**src/hw/rtl/rgs_pkg.sv**
```systemverilog
// shared types and constants of the replicate group statistics block
package rgs_pkg;

  localparam int MAX_REPLICATES_DEF = 16;

  localparam logic [2:0] MODE_MEAN   = 3'd0;
  localparam logic [2:0] MODE_VAR    = 3'd1;
  localparam logic [2:0] MODE_MEDIAN = 3'd2;
  localparam logic [2:0] MODE_SD     = 3'd3;
  localparam logic [2:0] MODE_CV     = 3'd4;
  localparam logic [2:0] MODE_MIN    = 3'd5;
  localparam logic [2:0] MODE_MAX    = 3'd6;

  localparam logic [31:0] S32_MAX = 32'h7fff_ffff;

  typedef enum logic [3:0] {
    OP_NONE,
    OP_ACC,
    OP_MED,
    OP_MUL_NS2,
    OP_MUL_S1SQ,
    OP_DIV_MEAN,
    OP_DIV_VAR,
    OP_DIV_SD,
    OP_SQRT,
    OP_MUL_CV,
    OP_DIV_CV,
    OP_RESULT,
    OP_OUT
  } op_e;

  typedef struct packed {
    op_e        op;
    logic       ch;
    logic [2:0] mode;
  } cmd_t;

  typedef struct packed {
    logic busy;
    logic n_zero;
    logic all_eq;
    logic sum_zero;
  } sts_t;

endpackage

```
**src/hw/rtl/rgs_ctrl.sv**
```systemverilog
// controller: handshakes, mode register and sequencing of datapath operations
module rgs_ctrl (
  input  logic          clk_i,
  input  logic          rst_ni,
  input  logic          s_valid_i,
  input  logic          s_last_i,
  output logic          s_ready_o,
  output logic          m_valid_o,
  input  logic          m_ready_i,
  input  logic          cfg_valid_i,
  input  logic [2:0]    cfg_data_i,
  output logic          cfg_ready_o,
  input  rgs_pkg::sts_t sts_i,
  output rgs_pkg::cmd_t cmd_o
);
  import rgs_pkg::*;

  typedef enum logic [1:0] {S_LOAD, S_ISSUE, S_WAIT, S_OUT} state_e;

  state_e     state_q;
  op_e        op_q, op_next;
  logic       ch_q, out_vld_q, out_wr;
  logic [2:0] mode_q;

  assign s_ready_o   = (state_q == S_LOAD);
  assign m_valid_o   = out_vld_q;
  assign cfg_ready_o = 1'b1;
  assign out_wr      = (state_q == S_OUT) && (!out_vld_q || m_ready_i);

  always_comb begin
    op_next = OP_RESULT;
    unique case (op_q)
      OP_ACC: begin
        if (sts_i.n_zero) op_next = OP_RESULT;
        else begin
          case (mode_q) inside
            MODE_MEAN:   op_next = OP_DIV_MEAN;
            MODE_MEDIAN: op_next = OP_MED;
            MODE_VAR, MODE_SD, MODE_CV:
              op_next = sts_i.all_eq ? OP_RESULT : OP_MUL_NS2;
            default:     op_next = OP_RESULT;
          endcase
        end
      end
      OP_MUL_NS2:  op_next = OP_MUL_S1SQ;
      OP_MUL_S1SQ: op_next = (mode_q == MODE_VAR) ? OP_DIV_VAR : OP_DIV_SD;
      OP_DIV_SD:   op_next = OP_SQRT;
      OP_SQRT:     op_next = (mode_q == MODE_CV && !sts_i.sum_zero) ? OP_MUL_CV : OP_RESULT;
      OP_MUL_CV:   op_next = OP_DIV_CV;
      default:     op_next = OP_RESULT;
    endcase
  end

  always_comb begin
    cmd_o.ch   = ch_q;
    cmd_o.mode = mode_q;
    if (state_q == S_ISSUE) cmd_o.op = op_q;
    else if (out_wr) cmd_o.op = OP_OUT;
    else cmd_o.op = OP_NONE;
  end

  always_ff @(posedge clk_i or negedge rst_ni) begin
    if (!rst_ni) begin
      state_q   <= S_LOAD;
      op_q      <= OP_NONE;
      ch_q      <= 1'b0;
      out_vld_q <= 1'b0;
      mode_q    <= MODE_MEAN;
    end else begin
      if (cfg_valid_i) mode_q <= cfg_data_i;
      if (out_vld_q && m_ready_i && !out_wr) out_vld_q <= 1'b0;
      unique case (state_q)
        S_LOAD: begin
          if (s_valid_i && s_last_i) begin
            op_q    <= OP_ACC;
            ch_q    <= 1'b0;
            state_q <= S_ISSUE;
          end
        end
        S_ISSUE: state_q <= S_WAIT;
        S_WAIT: begin
          if (!sts_i.busy) begin
            if (op_q == OP_RESULT) begin
              if (!ch_q) begin
                ch_q    <= 1'b1;
                op_q    <= OP_ACC;
                state_q <= S_ISSUE;
              end else begin
                state_q <= S_OUT;
              end
            end else begin
              op_q    <= op_next;
              state_q <= S_ISSUE;
            end
          end
        end
        S_OUT: begin
          if (out_wr) begin
            out_vld_q <= 1'b1;
            ch_q      <= 1'b0;
            state_q   <= S_LOAD;
          end
        end
        default: state_q <= S_LOAD;
      endcase
    end
  end

  a_load_idle: assert property (@(posedge clk_i) disable iff (!rst_ni)
    state_q == S_LOAD |-> !sts_i.busy)
    else $error("datapath busy while loading");

  a_out_from_seq: assert property (@(posedge clk_i) disable iff (!rst_ni)
    $rose(out_vld_q) |-> $past(state_q == S_OUT))
    else $error("result raised outside output state");

  a_load_ch: assert property (@(posedge clk_i) disable iff (!rst_ni)
    state_q == S_LOAD |-> !ch_q)
    else $error("channel select not cleared");

endmodule

```
**config.mk**
```make
export PLATFORM = sky130hd
export DESIGN_NAME = rgs_ctrl
export DESIGN_NICKNAME = d
export VERILOG_FILES = /design/src/hw/rtl/rgs_pkg.sv /design/src/hw/rtl/rgs_ctrl.sv
export SDC_FILE = /design/constraint.sdc
export NUM_CORES = 1
export LEC_CHECK = 0
export BUFFER_PORTS_ARGS = -buffer_cell sky130_fd_sc_hd__buf_2
export CAP_MARGIN = 20
export CORE_MARGIN = 10
export CORE_UTILIZATION = 45
export DETAILED_ROUTE_END_ITERATION = 8
export GPL_TIMING_DRIVEN = 0
export PLACE_DENSITY_LB_ADDON = 0.1
export SLEW_MARGIN = 25
export SYNTH_ARGS = -nofsm -noshare
export SYNTH_HDL_FRONTEND = slang
export SYNTH_SLANG_ARGS = --single-unit
```
**constraint.sdc**
```tcl
create_clock -name clk_i -period 1.9 [get_ports clk_i]
set_clock_uncertainty 0.15 [all_clocks]
set_input_delay 0.19 -clock clk_i [delete_from_list [all_inputs] [get_ports clk_i]]
set_output_delay 0.19 -clock clk_i [all_outputs]
set_load 0.05 [all_outputs]
```
==> qor.csv <==
stage,metric,value,unit
cts,clock root buffer,clkbuf_4,
cts,H-tree levels,1,
sta,Final Hold Slack,-0.00364,ns
placed_design,number of port buffers,22,
sta,final worst slack,0.0663,ns
critical_path,FF-to-FF Start,state_q[0],
outcome,outcome,"complete, but fails checks",
layout,final core occ,64.1,%
logic_synthesis,Yosys reg bits,11,
cts,total CTS buffers,3,
cts,clk slew on worst S/H paths,0.08,ns
floorplanning,total die area,3970,um2
route,DR iter-0 viols,8,
route,DRT Pass-1 Iters,4,
logic_synthesis,ys flop type,dfrtp_1,
floorplanning,Die H,63,um
floorplanning,Initial Utilization,47.7,%
worst_hold_path,WHS Endpoint,mode_q[1],
worst_hold_path,worst hold path type,input port to flop,
sta,setup tns final,0,ns
logic_synthesis,xor/xnor share of the synthesized area,1.05,%
cts,CTS tree,built,
logic_synthesis,number of synthesized flops with an enable pin,0,
logic_synthesis,asr flop ratio synth,100,%
placed_design,routability cong.,0.810,
sta,Final Cycle Share,96.5,%
global_routing,vias in the first global route,823,
cts,Sink Count,11,
logic_synthesis,largest family of logic cells by synthesized area,compound AO/OA/AOI/OAI gates,
critical_path,Reg2Reg Capture Point,op_q[2],
job,max_cap viols,0,
critical_path,Register-to-Register Path Depth,6,
layout,share of cells above drive strength 1,33.8,%
logic_synthesis,Syn Inst Count,97,
critical_path,CP Launch Type,flop,
sta,worst slew pin tran,0.498,ns
route,average wire per standard cell,13.4,um
sta,Hold Fails Final Rpt,1,
layout,fin area,1120,um2
critical_path,largest fanout on the critical path,5,
sta,Final setup viols,0,
placed_design,DP Area,992,um2
cts,later-pin clock latency in the skew report,0.28,ns
global_routing,initial antenna violation count,0,
logic_synthesis,Synth warnings,0,
logic_synthesis,Post-Syn Area per Cell,8.58,um2
critical_path,worst reg-to-reg setup slack,0.07,ns
sta,"Slew Viols, Final",0,
global_routing,GRT Total Usage,11.4,%
logic_synthesis,Syn Nets,115,
global_routing,gr ovfl total,0,
pwr,leakage power,0.534,nW
route,Vias/cell,5.17,
cts,clk buf depth,2,
logic_synthesis,Synth Area in Simple Gates,23.2,%
floorplanning,total core area,1750,um2
placed_design,DP Worst Slack,-0.103,ns
outcome,violated checks,negative hold slack,
worst_hold_path,WHS Path Cells,2,
critical_path,crit path DAT,1.89,ns
route,Post-route DRC,0,
layout,FILL cells,155,
route,vias,802,
pwr,Pwr Density,1580,nW/um2
global_routing,first-pass GRT wire length,3760,um
pwr,peak supply drop,861,uV
route,routed wire length,2080,um
logic_synthesis,post-synth design cell area,832,um2
critical_path,CP endpoint kind,flop,
floorplanning,IO Pins,24,
layout,fin nets,149,
layout,Antenna Cells,0,
global_routing,largest net degree at the start of global routing,12,
route,Antenna Nets Post-Route,0,
floorplanning,Die Wd,63,um
critical_path,Crit Path Class,flop to flop,
logic_synthesis,Yosys cell types,40,
sta,Max Freq,545,MHz
logic_synthesis,post-synthesis compound-gate area fraction,23.3,%
sta,Worst slew margin,66.6,%
floorplanning,row cnt,15,
placed_design,DPL Wire Length,1570,um
logic_synthesis,adder-cell share of the synthesized area,7.52,%
worst_hold_path,hold path startpoint,cfg_valid_i,
logic_synthesis,multiplexer share of the synthesized area,3.91,%
critical_path,critical path required time,1.96,ns
sta,min Tclk post-route,1.83,ns
layout,synth-to-layout area growth,34.4,%
logic_synthesis,post-synthesis sequential area ratio,33.1,%
[metrics by stage]
| step | std cells | hold slack [ns] | total power [mW] |
|---|---|---|---|
| global placement | 144 | -0.0746 | 1.46 |
| global route | 155 | 0.0222 | 1.92 |
| finish | 155 | -0.00364 | 1.76 |
| CTS | 153 | 0.00504 | 1.70 |
| detailed placement | 144 | -0.0732 | 1.47 |
| floorplan | 97 | -0.256 | 1.27 |
[area by class of cell]
| cell class | count | area, um2 | share of cell area, % |
|---|---|---|---|
| inverter | 7 | 26.3 | 2.35 |
| buffer | 5 | 36.3 | 3.24 |
| tap | 25 | 31.3 | 2.80 |
| multi-input combinational | 74 | 537 | 48.0 |
| timing repair buffer | 29 | 185 | 16.6 |
| clock buffer | 4 | 26.3 | 2.35 |
| sequential | 11 | 277 | 24.7 |
[power breakdown]
group / internal [mW] / leakage (nW) / total (mW) / switching, mW
combinational: 0.486 / 0.384 / 1.21 / 0.727
clock: 0.0815 / 0.0150 / 0.168 / 0.0868
sequential: 0.309 / 0.135 / 0.383 / 0.0731
total: 0.877 / 0.534 / 1.76 / 0.887
[sequential cells by signal (all words and copies together), names as in the netlist]
name and count:
op_q 4, mode_q 3, state_q 2, m_valid_o 1, ch_q 1
[how the worst max path moves through the flow]
stage          startpoint       to  slack, ns  cells past startpoint
6_report       state_q[0]  op_q[2]       0.07                      6
3_5_place_dp   state_q[0]  op_q[0]      -0.10                      6
2_1_floorplan  state_q[0]  op_q[2]       0.03                      6
3_3_place_gp   state_q[0]  op_q[2]      -0.11                      6
4_1_cts           op_q[3]  op_q[0]       0.01                      5
5_1_grt        state_q[0]  op_q[2]     -0.006                      6
[routing by layer]
metal	track usage (%)	part of all wire (%)	vias to the layer above
met5	0	0	-
li1	-	-	409
met2	17.6	43	23
met3	5.38	8.0	4
met4	4.19	1.5	0
met1	13.3	48	366
[Yosys cell counts, types with 3 or more instances]
cell     count  area (um2)
nor3_1       3        15.0
dfrtp_1     11         275
nor2_1       6        22.5
nand2_1     10        37.5
inv_1        7        26.3
o31ai_1      3        22.5
a21oi_1      5        25.0
o21ai_0      5        25.0
o21ai_1      5        25.0
ha_1         5        62.6
[worst max-delay path, cell delays in order (launching register included)]
cell and delay (ns):
dfrtp_1 0.36, inv_1 0.12, ha_4 0.20, a22o_4 0.27, or2_1 0.24, or3_1 0.35
o21ai_1 0.07
[cells by family (layout without fill, tap and decap cells)]
logic type	after synthesis	count (layout)
other	1	1
XOR/XNOR	1	1
AND/OR/NAND/NOR	35	35
buffers and inverters	12	45
adder cells (fa/ha/maj)	5	5
AO/OA/AOI/OAI	29	29
flip-flops	11	11
multiplexers	3	3
[what timing repair did]
| action | 4_1_cts | 5_1_grt |
|---|---|---|
| endpoints found under the hold margin | 14 | 0 |
| pin swaps | 1 | 1 |
| cloned | 0 | 0 |
| hold buffers | 4 | 0 |
| endpoints found under the setup margin | 5 | 6 |
| gates resized for setup | 4 | 5 |
| buffers inserted | 1 | 2 |
[cell usage in the layout (no fill, tap or decap), types with 2 or more instances in the layout]
cell	instances
buf_2	22
nand2_1	10
dfrtp_1	10
inv_1	7
nor2_1	6
o21ai_0	5
a21oi_1	5
o21ai_1	5
buf_4	5
dlygate4sd3_1	4
buf_6	3
nor3_1	3
o31ai_1	3
clkbuf_4	3
and2_1	2
nor2b_1	2
and3_1	2
a22oi_1	2
mux2_2	2
ha_4	2
ha_1	2
No activity file was read; power rests on OpenSTA's default activity.
